<file path="src/hw/rtl/eoc_pkg.sv">
`default_nettype none

package eoc_pkg;

    localparam int LAMP_W = 4;
    localparam int IND_W = 2;
    localparam logic [15:0] HOLD_RESET = 16'd3000;

    typedef enum logic [2:0] {
        MODE_INIT  = 3'd0,
        MODE_UP    = 3'd1,
        MODE_DOWN  = 3'd2,
        MODE_WAIT  = 3'd3,
        MODE_EMERG = 3'd4
    } mode_t;

    typedef enum logic [1:0] {
        MOTOR_STOP = 2'd0,
        MOTOR_UP   = 2'd1,
        MOTOR_DOWN = 2'd2
    } motor_t;

    typedef struct packed {
        logic load;
        logic arrive;
        logic move;
        logic emit;
    } eoc_cmd_t;

endpackage

`default_nettype wire

</file>
<file path="src/hw/rtl/eoc_ctrl.sv">
`default_nettype none

module eoc_ctrl
    import eoc_pkg::*;
(
    input  wire logic     clk,
    input  wire logic     rst_n,
    input  wire logic     in_valid,
    output logic          in_ready,
    output logic          out_valid,
    input  wire logic     out_ready,
    output eoc_cmd_t      cmd
);

    typedef enum logic [1:0] {
        ST_IDLE,
        ST_ARRIVE,
        ST_MOVE,
        ST_EMIT
    } state_t;

    state_t state_reg;
    state_t state_next;
    logic   in_ready_reg;
    logic   in_ready_next;
    logic   out_valid_reg;
    logic   out_valid_next;

    always_comb
    begin
        cmd.load   = in_valid && in_ready_reg;
        cmd.arrive = (state_reg == ST_ARRIVE);
        cmd.move   = (state_reg == ST_MOVE);
        cmd.emit   = (state_reg == ST_EMIT) && (!out_valid_reg || out_ready);

        state_next = state_reg;
        unique case (state_reg)
            ST_IDLE:
            begin
                if (in_valid)
                begin
                    state_next = ST_ARRIVE;
                end
            end
            ST_ARRIVE: state_next = ST_MOVE;
            ST_MOVE:   state_next = ST_EMIT;
            ST_EMIT:
            begin
                if (!out_valid_reg || out_ready)
                begin
                    state_next = ST_IDLE;
                end
            end
            default:   state_next = ST_IDLE;
        endcase

        if (cmd.emit)
        begin
            out_valid_next = 1'b1;
        end
        else if (out_ready)
        begin
            out_valid_next = 1'b0;
        end
        else
        begin
            out_valid_next = out_valid_reg;
        end

        in_ready_next = (state_next == ST_IDLE);
    end

    always_ff @(posedge clk or negedge rst_n)
    begin
        if (!rst_n)
        begin
            state_reg     <= ST_IDLE;
            in_ready_reg  <= 1'b1;
            out_valid_reg <= 1'b0;
        end
        else
        begin
            state_reg     <= state_next;
            in_ready_reg  <= in_ready_next;
            out_valid_reg <= out_valid_next;
        end
    end

    assign in_ready  = in_ready_reg;
    assign out_valid = out_valid_reg;

endmodule

`default_nettype wire

</file>
<file path="src/hw/rtl/eoc_datapath.sv">
`default_nettype none

module eoc_datapath
    import eoc_pkg::*;
#(
    parameter int FLOORS = 4
)
(
    input  wire logic        clk,
    input  wire logic        rst_n,
    input  wire eoc_cmd_t    cmd,
    input  wire logic        cfg_valid,
    input  wire logic [15:0] cfg_data,
    input  wire logic        at_floor,
    input  wire logic [1:0]  sensed_floor,
    input  wire logic [3:0]  hall_up_pressed,
    input  wire logic [3:0]  hall_down_pressed,
    input  wire logic [3:0]  cab_pressed,
    input  wire logic        stop_pressed,
    output logic [1:0]       motor_drive,
    output logic             door_open,
    output logic [3:0]       up_lamps,
    output logic [3:0]       down_lamps,
    output logic [3:0]       cab_lamps,
    output logic [1:0]       floor_indicator,
    output logic             stop_lamp,
    output logic [2:0]       mode
);

    localparam int LW = $clog2(FLOORS + 1) + 1;
    localparam logic signed [LW-1:0] LAST_ONE = LW'(1);
    localparam logic [FLOORS-1:0] BOT_MASK = FLOORS'(1);
    localparam logic [FLOORS-1:0] TOP_MASK = BOT_MASK << (FLOORS - 1);

    logic [15:0]              hold_cfg_reg, hold_cfg_next;
    logic [FLOORS-1:0]        up_reg, up_next;
    logic [FLOORS-1:0]        dn_reg, dn_next;
    logic [FLOORS-1:0]        cab_reg, cab_next;
    mode_t                    mode_reg, mode_next;
    logic                     dir_reg, dir_next;
    logic signed [LW-1:0]     last_reg, last_next;
    logic                     door_reg, door_next;
    logic [15:0]              hold_reg, hold_next;
    logic                     normal_reg, normal_next;
    motor_t                   motor_reg, motor_next;
    logic                     lamp_reg, lamp_next;
    logic [IND_W-1:0]         ind_reg, ind_next;
    logic                     floor_ok_reg, floor_ok_next;
    logic [1:0]               floor_reg, floor_next;

    motor_t                   motor_out_reg;
    logic                     door_out_reg;
    logic [LAMP_W-1:0]        up_out_reg, dn_out_reg, cab_out_reg;
    logic [IND_W-1:0]         ind_out_reg;
    logic                     lamp_out_reg;
    mode_t                    mode_out_reg;

    logic                     floor_ok;
    logic [FLOORS-1:0]        fhit_in, fhit_r, pending;
    logic [FLOORS-1:0]        up_add, dn_add, cab_add;
    logic [FLOORS-1:0]        above_f, below_f, above_l, below_l, at_l;
    logic [15:0]              hold_dec;
    logic                     o_up, o_dn, o_cab, stop_here, at_top, at_bottom;

    always_comb
    begin
        for (int i = 0; i < FLOORS; i++)
        begin
            above_f[i] = (i > int'(floor_reg));
            below_f[i] = (i < int'(floor_reg));
            above_l[i] = (i > int'(last_reg));
            below_l[i] = (i < int'(last_reg));
            at_l[i]    = (i == int'(last_reg));
        end
    end

    assign floor_ok  = at_floor && (int'(sensed_floor) < FLOORS);
    assign fhit_in   = floor_ok ? (BOT_MASK << sensed_floor) : '0;
    assign fhit_r    = BOT_MASK << floor_reg;
    assign pending   = up_reg | dn_reg | cab_reg;
    assign up_add    = FLOORS'(hall_up_pressed) & ~TOP_MASK;
    assign dn_add    = FLOORS'(hall_down_pressed) & ~BOT_MASK;
    assign cab_add   = FLOORS'(cab_pressed);
    assign hold_dec  = (hold_reg != 16'd0) ? (hold_reg - 16'd1) : hold_reg;
    assign o_up      = |(up_reg & fhit_r);
    assign o_dn      = |(dn_reg & fhit_r);
    assign o_cab     = |(cab_reg & fhit_r);
    assign at_top    = floor_ok_reg && (int'(floor_reg) == FLOORS - 1);
    assign at_bottom = floor_ok_reg && (floor_reg == 2'd0);

    always_comb
    begin
        stop_here = o_cab
            || (dir_reg && o_up) || (!dir_reg && o_dn)
            || (dir_reg && o_dn && !(|(pending & above_f)))
            || (!dir_reg && o_up && !(|(pending & below_f)));
    end

    always_comb
    begin
        hold_cfg_next = cfg_valid ? cfg_data : hold_cfg_reg;
        up_next       = up_reg;
        dn_next       = dn_reg;
        cab_next      = cab_reg;
        mode_next     = mode_reg;
        dir_next      = dir_reg;
        last_next     = last_reg;
        door_next     = door_reg;
        hold_next     = hold_reg;
        normal_next   = normal_reg;
        motor_next    = motor_reg;
        lamp_next     = lamp_reg;
        ind_next      = ind_reg;
        floor_ok_next = floor_ok_reg;
        floor_next    = floor_reg;

        // Mode entry, stop switch and order latching
        if (cmd.load)
        begin
            floor_ok_next = floor_ok;
            floor_next    = sensed_floor;
            hold_next     = hold_dec;
            motor_next    = MOTOR_STOP;
            lamp_next     = 1'b0;
            normal_next   = 1'b0;
            if (mode_reg == MODE_INIT)
            begin
                dir_next = 1'b1;
                if (floor_ok)
                begin
                    last_next = LW'(sensed_floor);
                    door_next = 1'b1;
                    hold_next = hold_cfg_reg;
                    mode_next = MODE_WAIT;
                end
                else
                begin
                    motor_next = MOTOR_UP;
                end
            end
            else if (stop_pressed)
            begin
                mode_next = MODE_EMERG;
                up_next   = '0;
                dn_next   = '0;
                cab_next  = '0;
                lamp_next = 1'b1;
                if (floor_ok)
                begin
                    last_next = LW'(sensed_floor);
                    door_next = 1'b1;
                    hold_next = hold_cfg_reg;
                end
            end
            else if (mode_reg == MODE_EMERG)
            begin
                if (floor_ok)
                begin
                    last_next = LW'(sensed_floor);
                    if (hold_dec == 16'd0)
                    begin
                        door_next = 1'b0;
                    end
                end
                mode_next = MODE_WAIT;
            end
            else
            begin
                normal_next = 1'b1;
                up_next  = (up_reg | up_add) & ~(door_reg ? fhit_in : '0);
                dn_next  = (dn_reg | dn_add) & ~(door_reg ? fhit_in : '0);
                cab_next = (cab_reg | cab_add) & ~(door_reg ? fhit_in : '0);
            end
        end

        // Stop decision at the sensed floor
        if (cmd.arrive && normal_reg && floor_ok_reg)
        begin
            last_next = LW'(floor_reg);
            if (stop_here)
            begin
                if (mode_reg != MODE_WAIT)
                begin
                    door_next = 1'b1;
                    hold_next = hold_cfg_reg;
                end
                mode_next = MODE_WAIT;
            end
        end

        // Travel and dispatch
        if (cmd.move)
        begin
            if (last_reg < 0)
            begin
                ind_next = '0;
            end
            else if (int'(last_reg) > FLOORS - 1)
            begin
                ind_next = IND_W'(FLOORS - 1);
            end
            else
            begin
                ind_next = IND_W'(last_reg);
            end

            if (normal_reg)
            begin
                case (mode_reg)
                    MODE_UP:
                    begin
                        door_next  = 1'b0;
                        dir_next   = 1'b1;
                        motor_next = MOTOR_UP;
                        if (at_top)
                        begin
                            door_next  = 1'b1;
                            hold_next  = hold_cfg_reg;
                            mode_next  = MODE_WAIT;
                            motor_next = MOTOR_STOP;
                        end
                    end
                    MODE_DOWN:
                    begin
                        door_next  = 1'b0;
                        dir_next   = 1'b0;
                        motor_next = MOTOR_DOWN;
                        if (at_bottom)
                        begin
                            door_next  = 1'b1;
                            hold_next  = hold_cfg_reg;
                            mode_next  = MODE_WAIT;
                            motor_next = MOTOR_STOP;
                        end
                    end
                    MODE_WAIT:
                    begin
                        if (hold_reg == 16'd0)
                        begin
                            door_next = 1'b0;
                            if (dir_reg)
                            begin
                                if (|(pending & above_l))
                                begin
                                    mode_next = MODE_UP;
                                end
                                else if (|pending)
                                begin
                                    mode_next = MODE_DOWN;
                                    if (|(pending & at_l))
                                    begin
                                        last_next = last_reg + LAST_ONE;
                                    end
                                end
                            end
                            else
                            begin
                                if (|(pending & below_l))
                                begin
                                    mode_next = MODE_DOWN;
                                end
                                else if (|pending)
                                begin
                                    mode_next = MODE_UP;
                                    if (|(pending & at_l))
                                    begin
                                        last_next = last_reg - LAST_ONE;
                                    end
                                end
                            end
                        end
                    end
                    default: ;
                endcase
            end
        end
    end

    always_ff @(posedge clk or negedge rst_n)
    begin
        if (!rst_n)
        begin
            hold_cfg_reg <= HOLD_RESET;
            up_reg       <= '0;
            dn_reg       <= '0;
            cab_reg      <= '0;
            mode_reg     <= MODE_INIT;
            dir_reg      <= 1'b1;
            last_reg     <= '0;
            door_reg     <= 1'b0;
            hold_reg     <= '0;
            normal_reg   <= 1'b0;
            motor_reg    <= MOTOR_STOP;
            lamp_reg     <= 1'b0;
            ind_reg      <= '0;
            floor_ok_reg <= 1'b0;
            floor_reg    <= '0;
        end
        else
        begin
            hold_cfg_reg <= hold_cfg_next;
            up_reg       <= up_next;
            dn_reg       <= dn_next;
            cab_reg      <= cab_next;
            mode_reg     <= mode_next;
            dir_reg      <= dir_next;
            last_reg     <= last_next;
            door_reg     <= door_next;
            hold_reg     <= hold_next;
            normal_reg   <= normal_next;
            motor_reg    <= motor_next;
            lamp_reg     <= lamp_next;
            ind_reg      <= ind_next;
            floor_ok_reg <= floor_ok_next;
            floor_reg    <= floor_next;
        end
    end

    always_ff @(posedge clk)
    begin
        if (cmd.emit)
        begin
            motor_out_reg <= motor_reg;
            door_out_reg  <= door_reg;
            up_out_reg    <= LAMP_W'(up_reg);
            dn_out_reg    <= LAMP_W'(dn_reg);
            cab_out_reg   <= LAMP_W'(cab_reg);
            ind_out_reg   <= ind_reg;
            lamp_out_reg  <= lamp_reg;
            mode_out_reg  <= mode_reg;
        end
    end

    assign motor_drive     = motor_out_reg;
    assign door_open       = door_out_reg;
    assign up_lamps        = up_out_reg;
    assign down_lamps      = dn_out_reg;
    assign cab_lamps       = cab_out_reg;
    assign floor_indicator = ind_out_reg;
    assign stop_lamp       = lamp_out_reg;
    assign mode            = mode_out_reg;

endmodule

`default_nettype wire

</file>
<file path="src/hw/rtl/elevator_order_controller_unit.sv">
// Channel   Handshake             Payload
// input     in_valid / in_ready   at_floor, sensed_floor, hall/cab buttons, stop_pressed
// output    out_valid / out_ready motor_drive, door_open, lamps, floor_indicator,
//                                 stop_lamp, mode
// config    cfg_valid / cfg_ready cfg_data (door hold in ticks)
//
// Each item passes through accept with order latching, stop decision, travel
// and dispatch, then the load of the output register.
// The output register parts the two sides; a new item is taken while a result waits.
// A stalled output holds the sequencer in its last step until the result is taken.
// Reset clears the orders, starts in init mode with a hold of 3000 ticks;
// cfg_ready is always high.
`default_nettype none

module elevator_order_controller_unit
    import eoc_pkg::*;
#(
    parameter int FLOORS = 4
)
(
    input  wire logic        clk,
    input  wire logic        rst_n,
    input  wire logic        cfg_valid,
    output logic             cfg_ready,
    input  wire logic [15:0] cfg_data,
    input  wire logic        in_valid,
    output logic             in_ready,
    input  wire logic        at_floor,
    input  wire logic [1:0]  sensed_floor,
    input  wire logic [3:0]  hall_up_pressed,
    input  wire logic [3:0]  hall_down_pressed,
    input  wire logic [3:0]  cab_pressed,
    input  wire logic        stop_pressed,
    output logic             out_valid,
    input  wire logic        out_ready,
    output logic [1:0]       motor_drive,
    output logic             door_open,
    output logic [3:0]       up_lamps,
    output logic [3:0]       down_lamps,
    output logic [3:0]       cab_lamps,
    output logic [1:0]       floor_indicator,
    output logic             stop_lamp,
    output logic [2:0]       mode
);

    eoc_cmd_t cmd;

    assign cfg_ready = 1'b1;

    eoc_ctrl u_ctrl (
        .clk       (clk),
        .rst_n     (rst_n),
        .in_valid  (in_valid),
        .in_ready  (in_ready),
        .out_valid (out_valid),
        .out_ready (out_ready),
        .cmd       (cmd)
    );

    eoc_datapath #(
        .FLOORS (FLOORS)
    ) u_datapath (
        .clk               (clk),
        .rst_n             (rst_n),
        .cmd               (cmd),
        .cfg_valid         (cfg_valid),
        .cfg_data          (cfg_data),
        .at_floor          (at_floor),
        .sensed_floor      (sensed_floor),
        .hall_up_pressed   (hall_up_pressed),
        .hall_down_pressed (hall_down_pressed),
        .cab_pressed       (cab_pressed),
        .stop_pressed      (stop_pressed),
        .motor_drive       (motor_drive),
        .door_open         (door_open),
        .up_lamps          (up_lamps),
        .down_lamps        (down_lamps),
        .cab_lamps         (cab_lamps),
        .floor_indicator   (floor_indicator),
        .stop_lamp         (stop_lamp),
        .mode              (mode)
    );

endmodule

`default_nettype wire

</file>
<file path="config.mk">
export PLATFORM = sky130hd
export DESIGN_NAME = elevator_order_controller_unit
export DESIGN_NICKNAME = d
export VERILOG_FILES = /design/src/hw/rtl/eoc_pkg.sv /design/src/hw/rtl/eoc_ctrl.sv /design/src/hw/rtl/eoc_datapath.sv /design/src/hw/rtl/elevator_order_controller_unit.sv
export SDC_FILE = /design/constraint.sdc
export NUM_CORES = 1
export LEC_CHECK = 0
export ABC_CLOCK_PERIOD_IN_PS = 4190
export BUFFER_PORTS_ARGS = -buffer_cell sky130_fd_sc_hd__buf_2
export CORE_ASPECT_RATIO = 0.7
export CORE_MARGIN = 2
export CORE_UTILIZATION = 65
export CTS_BUF_LIST = sky130_fd_sc_hd__clkbuf_8
export CTS_CLUSTER_DIAMETER = 150
export CTS_CLUSTER_SIZE = 16
export DETAILED_ROUTE_END_ITERATION = 10
export GPL_ROUTABILITY_DRIVEN = 0
export PLACE_DENSITY = 0.86
export SKIP_CTS_REPAIR_TIMING = 1
export SYNTH_ARGS = -nofsm -noshare
export SYNTH_HDL_FRONTEND = slang
export SYNTH_SLANG_ARGS = --single-unit
</file>
<file path="constraint.sdc">
create_clock -name clk -period 4.19 [get_ports clk]
set_input_delay 0.419 -clock clk [delete_from_list [all_inputs] [get_ports clk]]
set_output_delay 0.419 -clock clk [all_outputs]
set_load 0.01 [all_outputs]
</file>
==> impl_results.md <==
- #FFs+latches synth: 87
- Final Cycle Share: 76.1%
- Worst VDD drop: 0.479 mV
- Iteration-0 DRC Markers: 548
- Global route overflow: 0
- Register area share after synthesis: 47.6%
- Row count: 26
- Netlist cell types: 71
- FMAX: 0.314 GHz
- Final Util: 73.5%
- P_leak: 0.00217 µW
- Max Cap Viol: 0
- Most common cell in the netlist: dfrtp_1
- Worst rel slew slack: 25.3%
- Critical path class: reg -> reg
- Share of async-settable or async-resettable flops after synthesis: 75.9%
- Number of global-route vias before repair: 4069
- Layout cells sized above 1: 20.3%
- CTS tree: done
- Clock root buffer: clkbuf_8
- Hpwl dp: 8840 µm
- Placed Area: 5140 µm²
- Setup Total Neg Slack: 0 ns
- Worst hold path type: in -> async
- Sinks on Clock Net: 87
- Top-Level Pins: 61
- Core area: 7250 µm²
- Antenna-violating nets left: 0
- Initial Util: 66.5%
- Tmin final: 3.19 ns
- Status: finished, final reports clean
- Final wirelength: 12400 µm
- Clock transition at the registers of the reported paths: 0.10 ns
- Synthesized area: 4820 µm²
- RSZ-0062 raised after global routing: no
- First-pass GRT wire length: 20200 µm
- Inserted Clock Buffers: 9
- Worst setup SP type: flop
- Area leader, netlist: dfrtp_1
- Max Slew Vio Count: 0
- # diodes: 0
- Final Instance Area: 5330 µm²
- Hold Violations, Final: 0
- Vias: 4450
- Clk_lat worst skew: 0.37 ns
- Final routed DRC violation total: 0
- Largest net degree at the start of global routing: 36
- Commonest cells post-synth: 57 x dfrtp_1, 50 x nor2_1, 43 x nand2_1
- Die Wd: 107 µm
- Net Count, Synth: 539
- Initial antenna violation count: 0
- Number of synthesized flops with an enable pin: 21
- CP required: 4.51 ns
- Slew @ Worst Pin: 1.12 ns
- Fill cells: 528
- Vias/cell: 6.91
- Fin nets: 585
- Area share of the largest cell type after synthesis: 29.6%
- Worst-case clock skew: 0.0111 ns
- PwrDens: 686 nW/µm²
- Die H: 76.1 µm
- Setup slack, reg-to-reg: 1.00 ns
- Final Setup Violations: 0
- CP Max Fanout: 20
- Tot Pwr: 3660 µW
- Global Route Usage Sum: 31.9%
- Clk buf depth: 2
- WL per Instance: 19.3 µm
- Syn. warnings: 0
- PortBufs: 57
- Area of the multi-input gates: 2360 µm²
- # H-tree levels: 3
- TritonRoute pass-1 iters: 8
- DIE AREA: 8130 µm²
- Area delta synth->final: 10.5%
- Fin cells: 644
- Synth Area per Inst: 9.74 µm²
- Top area cells in the synthesized netlist: dfrtp_1 30%, edfxtp_1 13%, dfstp_2 4.9%
- Inst Count DP: 628
- Synth Flop Type: dfrtp_1
- Post-Synthesis Cells: 495
- Storage cell area: 2290 µm²
- CP Data Arrival Time: 3.50 ns
- Nature of the critical path endpoint: flop
## worst max-delay path, stage by stage (launching register included)
cell	delay (ns)
dfrtp_1	0.72
nor3_1	0.25
o21ai_0	0.86
nand2_1	0.47
or4_1	0.60
nand2_1	0.11
a22o_1	0.13
## cell type report
class                      instances  share of cell area [%]
sequential                        87                    43.0
multi-input combinational        367                    44.2
clock inverter                     7                    1.29
tap                               98                    2.30
timing repair buffer              59                    5.64
clock buffer                       9                    2.32
inverter                          17                    1.20
## cells by family (layout without fill, tap and decap cells)
group / count (synthesis) / in the layout / synth area share (%)
AOI/OAI and AO/OA: 157 / 157 / 22.3
xor gates and xnor gates: 2 / 2 / 0.363
other: 1 / 1 / 0.0778
DFF: 87 / 87 / 47.6
and+or+nand+nor: 180 / 180 / 19.2
adders and majority gates: 7 / 7 / 1.82
buffers and inverters: 41 / 92 / 3.61
muxes: 20 / 20 / 5.06
## metrics by stage
step | worst slack (ns) | hold WS [ns]
6_report | 1.00 | 0.134
4_1_cts | 1.22 | 0.157
3_3_place_gp | 1.32 | 0.433
3_5_place_dp | 1.25 | 0.447
5_1_grt | 0.840 | 0.189
2_1_floorplan | 1.80 | 0.123
## final timing paths
kind	start	depth (start not counted)	endpoint
setup / recovery	u_datapath.mode_reg[0]$_DFF_PN0_	6	u_datapath.hold_reg[11]$_DFF_PN0_
hold / removal	rst_n	1	u_datapath.dn_reg[2]$_DFFE_PN0P_
setup reg to reg	u_datapath.mode_reg[0]$_DFF_PN0_	6	u_datapath.hold_reg[11]$_DFF_PN0_
hold reg to reg	u_datapath.ind_reg[1]$_DFFE_PN0P_	0	u_datapath.floor_indicator[1]$_DFFE_PP_
max in group asynchronous	rst_n	2	u_datapath.hold_cfg_reg[4]$_DFFE_PN1P_
min in group clk	cfg_data[15]	3	u_datapath.hold_cfg_reg[15]$_DFFE_PN0P_
## power breakdown
part | internal (µW) | leakage [µW] | switching (µW)
Combinational | 563 | 0.00108 | 830
Clock | 278 | 0.000106 | 321
Sequential | 1230 | 0.000979 | 437
Total | 2070 | 0.00217 | 1590
## layout by cell type, fill, tap and decap left out, types with 5 or more instances in the layout
cell type  netlist  routed
o2bb2ai_1        9       9
o31ai_1         11      11
nand2_1         43      43
dfrtp_1         57      57
inv_1           17      18
a31oi_1          6       6
nand3_1         10      10
mux2_2          15      15
or4_1            5       5
edfxtp_1        21      21
dfstp_2          9       9
buf_2            6      57
nor2b_1         10      10
a22oi_1          6       6
or3_1            5       5
ha_1             7       7
o21ai_0         36      36
nand4_1          7       7
nor4_1           7       7
nor3_1          17      17
a21oi_1         30      30
clkbuf_8         0       9
o211ai_1         9       9
nor2_1          50      49
## per-layer routing
metal  vias to the layer above  global-route usage (%)  share of wire [%]  wire length (µm)
met4                         0                    9.74                2.8               351
met1                      2071                    49.4                 42              5240
li1                       1974                       -                  -                 -
met2                       344                    44.6                 42              5210
met3                        61                    7.70                 13              1610
met5                         -                       0                  0                 0
(Power assumes the default switching activity.)
